## src/whp_pkg.sv

```systemverilog
package whp_pkg;

    // Header window and derived widths
    localparam int HEADER_WINDOW = 512;
    localparam int POS_W         = $clog2(HEADER_WINDOW + 1);
    localparam int OFFSET_W      = 10;

    typedef logic [POS_W-1:0] t_pos;

    // Chunk tags, compared big-endian
    localparam logic [31:0] TAG_RIFF = 32'h5249_4646;
    localparam logic [31:0] TAG_WAVE = 32'h5741_5645;
    localparam logic [31:0] TAG_FMT  = 32'h666D_7420;
    localparam logic [31:0] TAG_DATA = 32'h6461_7461;
    localparam logic [31:0] TAG_FACT = 32'h6661_6374;

    // Format field values
    localparam logic [15:0] FMT_PCM       = 16'h0001;
    localparam logic [31:0] FMT_PLAIN_LEN = 32'h0000_0010;
    localparam logic [15:0] BITS_PCM16    = 16'd16;
    localparam logic [15:0] EXTRA_NONE    = 16'h0000;

    // Byte positions at which a field is complete
    localparam t_pos POS_RIFF_TAG   = t_pos'(3);
    localparam t_pos POS_RIFF_SIZE  = t_pos'(7);
    localparam t_pos POS_WAVE_TAG   = t_pos'(11);
    localparam t_pos POS_FMT_TAG    = t_pos'(15);
    localparam t_pos POS_FMT_LEN    = t_pos'(19);
    localparam t_pos POS_FORMAT     = t_pos'(21);
    localparam t_pos POS_CHANNELS   = t_pos'(23);
    localparam t_pos POS_RATE       = t_pos'(27);
    localparam t_pos POS_BYTE_RATE  = t_pos'(31);
    localparam t_pos POS_ALIGN      = t_pos'(33);
    localparam t_pos POS_BITS       = t_pos'(35);
    localparam t_pos PLAIN_DATA_POS = t_pos'(36);
    localparam t_pos POS_EXTRA_CNT  = t_pos'(37);
    localparam t_pos POS_FACT_TAG   = t_pos'(41);
    localparam t_pos POS_FACT_SIZE  = t_pos'(45);
    localparam t_pos FACT_DATA_BASE = t_pos'(46);
    localparam t_pos MAX_DATA_POS   = t_pos'(HEADER_WINDOW - 8);

    // Largest fact payload that still leaves the data chunk header in the window
    localparam logic [31:0] FACT_SIZE_MAX = 32'(HEADER_WINDOW - 54);

    typedef enum logic [3:0] {
        ST_VALID     = 4'd0,
        ST_RIFF      = 4'd1,
        ST_WAVE      = 4'd2,
        ST_FMT_ID    = 4'd3,
        ST_FORMAT    = 4'd4,
        ST_BITS      = 4'd5,
        ST_DATA_ID   = 4'd6,
        ST_EXTRA     = 4'd7,
        ST_FACT_ID   = 4'd8
    } t_status;

    typedef struct packed {
        logic [7:0] hdr_byte;
        logic       first_byte;
    } t_in_item;

    typedef struct packed {
        t_status               status;
        logic [15:0]           num_channels;
        logic [31:0]           sample_rate;
        logic [31:0]           byte_rate;
        logic [15:0]           block_align;
        logic [15:0]           sample_bits;
        logic [31:0]           riff_size;
        logic [31:0]           data_size;
        logic [OFFSET_W-1:0]   data_offset;
    } t_result;

    // Reassemble little-endian numbers from the big-endian shift word
    function automatic logic [31:0] le32(input logic [31:0] w);
        return {w[7:0], w[15:8], w[23:16], w[31:24]};
    endfunction

    function automatic logic [15:0] le16(input logic [31:0] w);
        return {w[7:0], w[15:8]};
    endfunction

endpackage

```

## src/whp_in_stage.sv

```systemverilog
module whp_in_stage (
    input  logic              i_clk,
    input  logic              i_rst_n,
    input  logic              i_valid,
    output logic              o_stall,
    input  whp_pkg::t_in_item i_item,
    input  logic              i_adv,
    output logic              o_fire,
    output whp_pkg::t_in_item o_item
);
    import whp_pkg::*;

    logic     r_valid;
    t_in_item r_item;

    // Hold the byte only while the result side cannot move
    assign o_stall = r_valid && !i_adv;
    assign o_fire  = r_valid && i_adv;
    assign o_item  = r_item;

    // Register the incoming transfer
    always_ff @(posedge i_clk) begin
        if (!i_rst_n) begin
            r_valid <= 1'b0;
        end else if (!o_stall) begin
            r_valid <= i_valid;
        end
        if (!o_stall && i_valid) begin
            r_item <= i_item;
        end
    end

endmodule

```

## src/whp_parse.sv

```systemverilog
module whp_parse (
    input  logic              i_clk,
    input  logic              i_rst_n,
    input  logic              i_fire,
    input  whp_pkg::t_in_item i_item,
    output logic              o_res_valid,
    output whp_pkg::t_result  o_res
);
    import whp_pkg::*;

    logic        r_done;
    t_pos        r_pos;
    logic [31:0] r_word;
    logic        r_extra;
    t_pos        r_dtag;
    logic [15:0] r_chan;
    logic [31:0] r_rate;
    logic [31:0] r_brate;
    logic [15:0] r_align;
    logic [15:0] r_bits;
    logic [31:0] r_riff;

    logic        n_done;
    t_pos        n_pos;
    logic [31:0] n_word;
    logic        n_extra;
    t_pos        n_dtag;
    logic [15:0] n_chan;
    logic [31:0] n_rate;
    logic [31:0] n_brate;
    logic [15:0] n_align;
    logic [15:0] n_bits;
    logic [31:0] n_riff;

    t_pos        p;
    logic        hit;
    t_status     status;
    logic [31:0] dsize;
    t_pos        doff;

    // Step the parse by one byte
    always_comb begin
        n_done  = r_done;
        n_pos   = r_pos;
        n_word  = r_word;
        n_extra = r_extra;
        n_dtag  = r_dtag;
        n_chan  = r_chan;
        n_rate  = r_rate;
        n_brate = r_brate;
        n_align = r_align;
        n_bits  = r_bits;
        n_riff  = r_riff;
        p       = '0;
        hit     = 1'b0;
        status  = ST_VALID;
        dsize   = '0;
        doff    = '0;
        if (i_fire && (i_item.first_byte || !r_done)) begin
            // Restart on the first byte of a file
            if (i_item.first_byte) begin
                n_done  = 1'b0;
                n_pos   = '0;
                n_word  = '0;
                n_extra = 1'b0;
                n_dtag  = PLAIN_DATA_POS;
                n_chan  = '0;
                n_rate  = '0;
                n_brate = '0;
                n_align = '0;
                n_bits  = '0;
                n_riff  = '0;
            end
            n_word = {n_word[23:0], i_item.hdr_byte};
            p      = n_pos;
            n_pos  = p + t_pos'(1);

            // Fixed fields of the RIFF and fmt headers
            case (p)
                POS_RIFF_TAG: begin
                    if (n_word != TAG_RIFF) begin
                        hit = 1'b1; status = ST_RIFF;
                    end
                end
                POS_RIFF_SIZE: n_riff = le32(n_word);
                POS_WAVE_TAG: begin
                    if (n_word != TAG_WAVE) begin
                        hit = 1'b1; status = ST_WAVE;
                    end
                end
                POS_FMT_TAG: begin
                    if (n_word != TAG_FMT) begin
                        hit = 1'b1; status = ST_FMT_ID;
                    end
                end
                POS_FMT_LEN: begin
                    if (le32(n_word) != FMT_PLAIN_LEN) begin
                        n_extra = 1'b1;
                    end
                end
                POS_FORMAT: begin
                    if (le16(n_word) != FMT_PCM) begin
                        hit = 1'b1; status = ST_FORMAT;
                    end
                end
                POS_CHANNELS:  n_chan  = le16(n_word);
                POS_RATE:      n_rate  = le32(n_word);
                POS_BYTE_RATE: n_brate = le32(n_word);
                POS_ALIGN:     n_align = le16(n_word);
                POS_BITS: begin
                    n_bits = le16(n_word);
                    if (le16(n_word) != BITS_PCM16) begin
                        hit = 1'b1; status = ST_BITS;
                    end
                end
                default: ;
            endcase

            // Extra format bytes, fact chunk, then the data chunk header
            if (!hit && p >= PLAIN_DATA_POS) begin
                if (n_extra && p <= POS_FACT_SIZE) begin
                    if (p == POS_EXTRA_CNT) begin
                        if (le16(n_word) != EXTRA_NONE) begin
                            hit = 1'b1; status = ST_EXTRA;
                        end
                    end else if (p == POS_FACT_TAG) begin
                        if (n_word != TAG_FACT) begin
                            hit = 1'b1; status = ST_FACT_ID;
                        end
                    end else if (p == POS_FACT_SIZE) begin
                        if (le32(n_word) > FACT_SIZE_MAX) begin
                            hit = 1'b1; status = ST_DATA_ID;
                        end else begin
                            n_dtag = t_pos'(le32(n_word)) + FACT_DATA_BASE;
                        end
                    end
                end else if (p == n_dtag + t_pos'(3)) begin
                    if (n_word != TAG_DATA) begin
                        hit = 1'b1; status = ST_DATA_ID;
                    end
                end else if (p == n_dtag + t_pos'(7)) begin
                    hit    = 1'b1;
                    status = ST_VALID;
                    dsize  = le32(n_word);
                    doff   = n_dtag + t_pos'(8);
                end
            end

            if (hit) begin
                n_done = 1'b1;
            end
        end
    end

    // Build the verdict from the updated captures
    always_comb begin
        o_res_valid        = hit;
        o_res.status       = status;
        o_res.num_channels = n_chan;
        o_res.sample_rate  = n_rate;
        o_res.byte_rate    = n_brate;
        o_res.block_align  = n_align;
        o_res.sample_bits  = n_bits;
        o_res.riff_size    = n_riff;
        o_res.data_size    = dsize;
        o_res.data_offset  = OFFSET_W'(doff);
    end

    // Parse state
    always_ff @(posedge i_clk) begin
        if (!i_rst_n) begin
            r_done  <= 1'b1;
            r_pos   <= '0;
            r_extra <= 1'b0;
            r_dtag  <= PLAIN_DATA_POS;
        end else begin
            r_done  <= n_done;
            r_pos   <= n_pos;
            r_extra <= n_extra;
            r_dtag  <= n_dtag;
        end
        r_word  <= n_word;
        r_chan  <= n_chan;
        r_rate  <= n_rate;
        r_brate <= n_brate;
        r_align <= n_align;
        r_bits  <= n_bits;
        r_riff  <= n_riff;
    end

    a_dtag_range: assert property (@(posedge i_clk) disable iff (!i_rst_n)
        r_dtag >= PLAIN_DATA_POS && r_dtag <= MAX_DATA_POS)
        else $error("data tag position outside header window");

    a_verdict_ends: assert property (@(posedge i_clk) disable iff (!i_rst_n)
        o_res_valid |=> r_done)
        else $error("parse still open after a verdict");

    a_idle_holds: assert property (@(posedge i_clk) disable iff (!i_rst_n)
        (r_done && !(i_fire && i_item.first_byte)) |=> r_done)
        else $error("parse left idle without a first byte");

endmodule

```

## src/whp_out_stage.sv

```systemverilog
module whp_out_stage (
    input  logic             i_clk,
    input  logic             i_rst_n,
    input  logic             i_load,
    input  whp_pkg::t_result i_res,
    input  logic             i_stall,
    output logic             o_free,
    output logic             o_valid,
    output whp_pkg::t_result o_res
);
    import whp_pkg::*;

    logic    r_valid;
    t_result r_res;

    // Free when empty or when the held result is transferred this cycle
    assign o_free  = !r_valid || !i_stall;
    assign o_valid = r_valid;
    assign o_res   = r_res;

    // Result register
    always_ff @(posedge i_clk) begin
        if (!i_rst_n) begin
            r_valid <= 1'b0;
        end else if (o_free) begin
            r_valid <= i_load;
        end
        if (o_free && i_load) begin
            r_res <= i_res;
        end
    end

endmodule

```

## src/wav_header_parser_unit.sv

```systemverilog
// Path: the byte that completes a verdict is held in the input register, and the verdict
// lands in the result register, which drives the outputs.
// Throughput: one header byte per cycle if not stalled; one byte of parse logic in between.
// Stalls: the input stalls only while a verdict waits in the result register under i_stall.
// Reset (i_rst_n low, synchronous): pipeline emptied and the parser idle; bytes are
// ignored until one arrives with i_first_byte set.
module wav_header_parser_unit (
    input  logic        i_clk,
    input  logic        i_rst_n,
    input  logic        i_valid,
    output logic        o_stall,
    input  logic [7:0]  i_hdr_byte,
    input  logic        i_first_byte,
    output logic        o_valid,
    input  logic        i_stall,
    output logic [3:0]  o_status,
    output logic [15:0] o_num_channels,
    output logic [31:0] o_sample_rate,
    output logic [31:0] o_byte_rate,
    output logic [15:0] o_block_align,
    output logic [15:0] o_sample_bits,
    output logic [31:0] o_riff_size,
    output logic [31:0] o_data_size,
    output logic [whp_pkg::OFFSET_W-1:0] o_data_offset
);
    import whp_pkg::*;

    t_in_item w_in;
    t_in_item w_item;
    logic     w_fire;
    logic     w_adv;
    logic     w_res_valid;
    t_result  w_res;
    t_result  w_out;

    assign w_in.hdr_byte   = i_hdr_byte;
    assign w_in.first_byte = i_first_byte;

    whp_in_stage u_in (
        .i_clk   (i_clk),
        .i_rst_n (i_rst_n),
        .i_valid (i_valid),
        .o_stall (o_stall),
        .i_item  (w_in),
        .i_adv   (w_adv),
        .o_fire  (w_fire),
        .o_item  (w_item)
    );

    whp_parse u_parse (
        .i_clk       (i_clk),
        .i_rst_n     (i_rst_n),
        .i_fire      (w_fire),
        .i_item      (w_item),
        .o_res_valid (w_res_valid),
        .o_res       (w_res)
    );

    whp_out_stage u_out (
        .i_clk   (i_clk),
        .i_rst_n (i_rst_n),
        .i_load  (w_res_valid),
        .i_res   (w_res),
        .i_stall (i_stall),
        .o_free  (w_adv),
        .o_valid (o_valid),
        .o_res   (w_out)
    );

    // Unpack the result register onto the ports
    assign o_status       = 4'(w_out.status);
    assign o_num_channels = w_out.num_channels;
    assign o_sample_rate  = w_out.sample_rate;
    assign o_byte_rate    = w_out.byte_rate;
    assign o_block_align  = w_out.block_align;
    assign o_sample_bits  = w_out.sample_bits;
    assign o_riff_size    = w_out.riff_size;
    assign o_data_size    = w_out.data_size;
    assign o_data_offset  = w_out.data_offset;

    a_stall_cause: assert property (@(posedge i_clk) disable iff (!i_rst_n)
        o_stall |-> (o_valid && i_stall))
        else $error("input held back while the result register could move");

endmodule
```

## config.mk

```make
export PLATFORM = sky130hd
export DESIGN_NAME = wav_header_parser_unit
export DESIGN_NICKNAME = d
export VERILOG_FILES = /design/src/whp_pkg.sv /design/src/whp_in_stage.sv /design/src/whp_parse.sv /design/src/whp_out_stage.sv /design/src/wav_header_parser_unit.sv
export SDC_FILE = /design/constraint.sdc
export NUM_CORES = 1
export LEC_CHECK = 0
export BUFFER_PORTS_ARGS = -buffer_cell sky130_fd_sc_hd__buf_4
export CORE_AREA = 4 4 272 194
export CTS_CLUSTER_SIZE = 20
export DETAILED_ROUTE_END_ITERATION = 8
export DIE_AREA = 0 0 276 198
export GPL_ROUTABILITY_DRIVEN = 0
export PLACE_DENSITY = 0.51
export SYNTH_ARGS = -nofsm -noshare
export SYNTH_HDL_FRONTEND = slang
export SYNTH_SLANG_ARGS = --single-unit
export TNS_END_PERCENT = 30
```

## constraint.sdc

```tcl
create_clock -name i_clk -period 40.7 [get_ports i_clk]
set_clock_uncertainty 0.1 [all_clocks]
set_input_delay 6.105 -clock i_clk [delete_from_list [all_inputs] [get_ports i_clk]]
set_output_delay 6.105 -clock i_clk [all_outputs]
set_load 0.05 [all_outputs]
```

# Word-level counts from Yosys, hierarchy flattened
# Index checks and enable logic that the tools add are counted.
classes:
  n_bitwise: 3
  addsub: 5
  multipliers: 0
  order_cmp: 3
  muxes: 73
  n_eq_ne: 24
  n_reduce_logical: 19
  n_div: 0
  shifts: 0
ops:
  columns: ["cell", "count"]
  rows:
  - ["$mux 32", 9]
  - ["$ne 32x31->1 const B", 5]
  - ["$mux 16", 9]
  - ["$mux 10", 10]
  - ["$eq 10x5->1 const B", 5]
  - ["$eq 10x6->1 const B", 5]
  - ["$mux 24", 2]
  - ["$mux 4", 11]
  - ["$gt 32x9->1 const B", 1]
  - ["$ne 32x5->1 const B", 1]
  - ["$mux 1", 26]
  - ["$eq 10x10->1", 2]
  - ["$eq 10x4->1 const B", 2]
  - ["$pmux 4 s5", 1]
  - ["$ne 16x1->1 const B", 1]
  - ["$ne 16x5->1 const B", 1]
  - ["$reduce_bool 16->1", 1]
  - ["$add 10x1->10 const B", 1]
  - ["$add 10x2->10 const B", 1]
  - ["$add 10x3->10 const B", 1]
  - ["$add 10x4->10 const B", 1]
  - ["$add 10x6->10 const B", 1]
  - ["$eq 10x2->1 const B", 1]
  - ["$eq 10x3->1 const B", 1]
  - ["other kinds (12)", 28]
word_totals:
  elab_cells: 151
  latchBits: 0
  n_memories: 0
  ramBits: 0
  in_bits: 13
  romBits: 0
  reg_bits: 391
  out_inout_bits: 192

# Logic depth before layout (Yosys ltp)
depth:
  depth_word: 18
  mapped_depth: 18
  mapped_depth_nobuf: 10

# Cells and area by module
# A second synthesis with hierarchy kept.
hier_totals:
  hier_cells: 1127
  area_unflattened_um2: 14178.6
modules_own_cells:
  columns: ["mod", "cells_per_inst", "n_inst", "seq_area_each_um2", "area_per_inst_um2"]
  rows:
  - ["whp_parse", 918, 1, 4043.9, 8107.8]
  - ["whp_out_stage", 195, 1, 5725.5, 5746.8]
  - ["whp_in_stage", 14, 1, 290.3, 324.1]

# Worst setup path after synthesis
# No wires, ideal clock.
synth_timing:
  kind: "input to register"
  startpoint: "input port i_stall"
  endpoint: "register u_out.r_res, in the netlist u_out.o_res[0], enable pin"
  stages: 6
  n_path_buf: 3
  setup_ns: 0.974
  arrival_ns: 19.706
  required_ns: 39.626
  path_slack_ns: 19.919
  path_cell_list: "nand2_1 nand3_1 clkbuf_1 clkbuf_1 clkbuf_1 nor3_1"
synth_between:
  elab_chain_len: 6
synth_lines:
  columns: ["element", "line_no", "rtl"]
  rows:
  - ["start, declared", "wav_header_parser_unit.sv:15", "input logic i_stall,"]
  - ["$logic_not 1->1 *", "whp_out_stage.sv:17", "assign o_free = !r_valid || !i_stall;"]
  - ["$logic_or 1x1->1 *", "whp_out_stage.sv:17", null]
  - ["$logic_and 1x1->1", "whp_in_stage.sv:18", "assign o_fire = r_valid && i_adv;"]
  - ["$logic_and 1x1->1", "whp_parse.sv:59", "if (i_fire && (i_item.first_byte || !r_done)) begin"]
  - ["$mux 1", "whp_parse.sv:59", null]
  - ["$logic_and 1x1->1 *", "whp_out_stage.sv:28", "if (o_free && i_load) begin"]
  - ["end signal, assigned", "whp_out_stage.sv:29", "r_res <= i_res;"]
  - ["end, declared", "whp_out_stage.sv:14", "t_result r_res;"]
# Every way passes the cells marked *; elsewhere a longest branch is shown, timed or not.
# A chain may end at the register's enable or synchronous reset.

# Worst setup path in the final report
layout_timing:
  startpoint: "input port i_stall"
  endpoint: "output port o_stall"
layout_between:
  elab_chain_len: 4
layout_lines:
  columns: ["element", "line_no", "rtl"]
  rows:
  - ["$logic_not 1->1", "whp_out_stage.sv:17", null]
  - ["$logic_or 1x1->1", "whp_out_stage.sv:17", null]
  - ["$logic_not 1->1", "whp_in_stage.sv:17", "assign o_stall = r_valid && !i_adv;"]
  - ["$logic_and 1x1->1", "whp_in_stage.sv:17", null]
  - ["end, declared", "wav_header_parser_unit.sv:11", "output logic o_stall,"]
# Every way passes these cells.

==> key figures <==
STA
  – Final hold viol count: 0
  – Max-slew violations: 0
  – RSZ-0062 raised after global routing: false
  – Setup tns final: 0 ns
  – FMAX: 0.0780 GHz
  – Worst slew margin: 0.134
  – Worst slew pin tran: 1.29 ns
  – Tcrit/Tclk final: 0.315
  – Final number of setup-violating endpoints: 0
  – Final Critical Period: 12.82 ns

Setup path
  – Critical Path Fanout Max: 3
  – Req. time, crit path: 34.49 ns
  – Startpoint Class: primary input
  – CP max stage cell: and3_1
  – CP Capture Type: output pin
  – CP Launch Point: i_stall
  – Worst path bufs/invs: 2
  – Reg-to-Reg Start: u_in.o_item[0]$_DFFE_PP_
  – Cell Chain, Critical Path: buf_4 > and3_1 > buf_4
  – Crit path kind: primary input to output pin
  – WP data arrival: 6.62 ns
  – CP delay by family, top: buffers and inverters
  – Crit path largest cell delay: 0.20 ns
  – Most used cell along the critical path: buf_4

Synth
  – Xor/xnor share of the synthesized area: 0.0169
  – Number of flops mapped to enable cells by yosys: 223
  – Largest family of logic cells by synthesized area: compound AO/OA/AOI/OAI gates
  – Post-synth ARST share: 0
  – Syn Nets: 1201
  – Post-synth cell types: 68
  – Syn Inst Count: 1184
  – Netlist Area Pre-Place: 14900 um^2
  – Simple-Gate Fraction of Synth Area: 0.126
  – Mapped Avg Cell Area: 12.6 um^2
  – Ys flop type: edfxtp_1
  – Sequential share of the synthesized area: 0.676
  – Adder-cell share of the synthesized area: 0.00337
  – Synth warn: 0
  – Compound-Gate Fraction of Synth Area: 0.146
  – Yosys reg bits: 391
  – Post-synthesis mux area share: 0.000673

Power
  – Comb pwr share: 0.024
  – Leakage power: 6.12 nW
  – Pint: 674 uW
  – Psw: 178 uW
  – Pwr Density: 46.0 nW/um^2
  – Maximum vdd drop: 0.0000267 V
  – Sequential Power Share: 0.494
  – Sw frac: 0.209
  – Power share of the clock group: 0.482
  – Final Power: 852 uW

Clocking
  – CTS sink cnt: 391
  – Clock slew at reported path FFs: 0.06 ns
  – CTS Buf Count: 41
  – Worst-Skew Late Latency: 0.55 ns
  – Longest Clk Path Bufs: 3
  – Post-CTS setup buffers: 0
  – Cts repair resizes: 0
  – Post-CTS Hold Buffers: 0
  – CTS tree: done
  – CTS HTree Levels: 2
  – Root buffer cell: clkbuf_16

Global route
  – Vias in the first global route: 10.0k
  – Gr ovfl total: 0
  – All-layer global routing usage: 0.157
  – Largest net degree at the start of global routing: 88
  – Initial antenna violation count: 1
  – First-pass GRT wire length: 65.3 mm

Layout
  – Final non-filler cell area: 18500 um^2
  – Commonest non-fill, non-tap cells in the layout: buf_4 (227), edfxtp_1 (223), dfxtp_1 (168)
  – Layout cell share with drive strength beyond 1: 0.224
  – FILL cells: 4848
  – Commonest non-fill, non-tap cell in the layout: buf_4
  – Layout area overhead: 24.7%
  – Post-route insts no fill: 2062
  – Nets: 1372

Floorplanning
  – IO Pins: 205
  – Die area: 54600 um^2
  – Die Wd: 276 um
  – Core ar.: 50200 um^2
  – Num rows: 69
  – Die Y-Extent: 198 um
  – Initial core utilization: 0.296

Flow run
  – # Max-Cap Violations: 0

Placed design
  – Input/output buffers: 204
  – DP HPWL: 28.9 mm
  – Placed Cells: 1986
  – Placed cell area: 17100 um^2

Min path
  – Hold path start: u_parse.r_brate[28]$_DFF_P_
  – Hold Path Class: flip-flop to flip-flop

Routing
  – Avg WL per Cell: 21.9 um
  – DRT iter0 DRCs: 976
  – # DRC: 0
  – Vias: 10.3k
  – Vias per inst: 5.01
  – Total wire length: 45.1 mm
  – First-pass iteration count of the detailed router: 5
  – Routed Antenna Nets: 0

Outcome
  – Status: finished clean
cell type report:
type | instances | area, um^2 | area share
Antenna cell | 1 | 2.50 | 0.000135
Clock buffer | 59 | 1210 | 0.0652
Clock inverter | 16 | 282 | 0.0152
Inverter | 12 | 45.0 | 0.00243
Multi-Input combinational cell | 682 | 4400 | 0.237
Sequential cell | 391 | 10100 | 0.543
Tap cell | 674 | 843 | 0.0455
Timing Repair Buffer | 227 | 1700 | 0.0919
through the flow:
| step | utilization | hold WS (ns) | setup slack, ns |
|---|---|---|---|
| after floorplan | - | 0.324 | 19.92 |
| after global placement | 0.339 | 0.347 | 27.88 |
| after detailed placement | 0.339 | 0.353 | 27.88 |
| after CTS | 0.369 | 0.370 | 27.88 |
| after global routing | 0.369 | 0.384 | 27.86 |
| final | 0.369 | 0.370 | 27.88 |
synthesized netlist by cell type, types with 7 or more instances:
master	instances	area (um^2)
xnor2_1	16	140
nor4_1	16	100
nand3_1	14	70.1
and2_1	37	231
inv_1	10	37.5
a22o_1	80	701
nor2b_1	27	169
and3_1	7	43.8
nor2_1	44	165
and4_1	8	70.1
xor2_1	10	87.6
o21ai_0	84	420
and3b_1	7	61.3
edfxtp_1	223	6700
a21oi_1	15	75.1
a22oi_1	66	495
clkbuf_1	74	278
buf_1	7	26.3
nor3b_1	7	52.6
dfxtp_1	168	3360
nor3_1	23	115
nand2b_1	8	50.1
buf_2	13	65.1
nand2_1	102	383
nand4_1	11	68.8
power by group through the flow:
stage               clock (mW)  sequential, mW  combinational, mW
floorplan                    0           0.426             0.0133
detailed placement           0           0.430             0.0202
CTS                      0.421           0.421             0.0202
global placement             0           0.430             0.0200
global route             0.436           0.421             0.0218
finish                   0.411           0.421             0.0202
per-layer routing:
layer	vias up	track usage	routed length, um
met1	5137	0.235	22200
met2	330	0.225	18900
li1	4800	-	-
met5	-	0	13
met3	69	0.0391	2970
met4	2	0.0449	1000
registers in the layout (all words and copies together) (netlist names), 16 cells and up:
name,cells
u_parse.r_chan,16
u_parse.r_align,16
u_parse.r_riff,32
u_parse.r_word,24
u_parse.r_bits,16
u_parse.r_rate,32
u_parse.r_brate,32
u_out.o_res,190
worst paths after layout:
check / endpoint / slack (ns) / depth (start not counted)
worst min-delay path: u_parse.r_brate[28]$_DFF_P_ / 0.37 / 1
worst min register to register: u_parse.r_brate[28]$_DFF_P_ / 0.37 / 1
worst max register to register: u_out.o_res[0]$_SDFFCE_PP0P_ / 35.01 / 12
worst max-delay path: o_stall / 27.88 / 3
cells by family after synthesis:
kind of cell,after synthesis
DFF,391
AOI/OAI and AO/OA,303
adders and majority gates,4
buffers and inverters,111
and+or+nand+nor,347
xor gates and xnor gates,27
muxes,1
(Power assumes the default switching activity.)
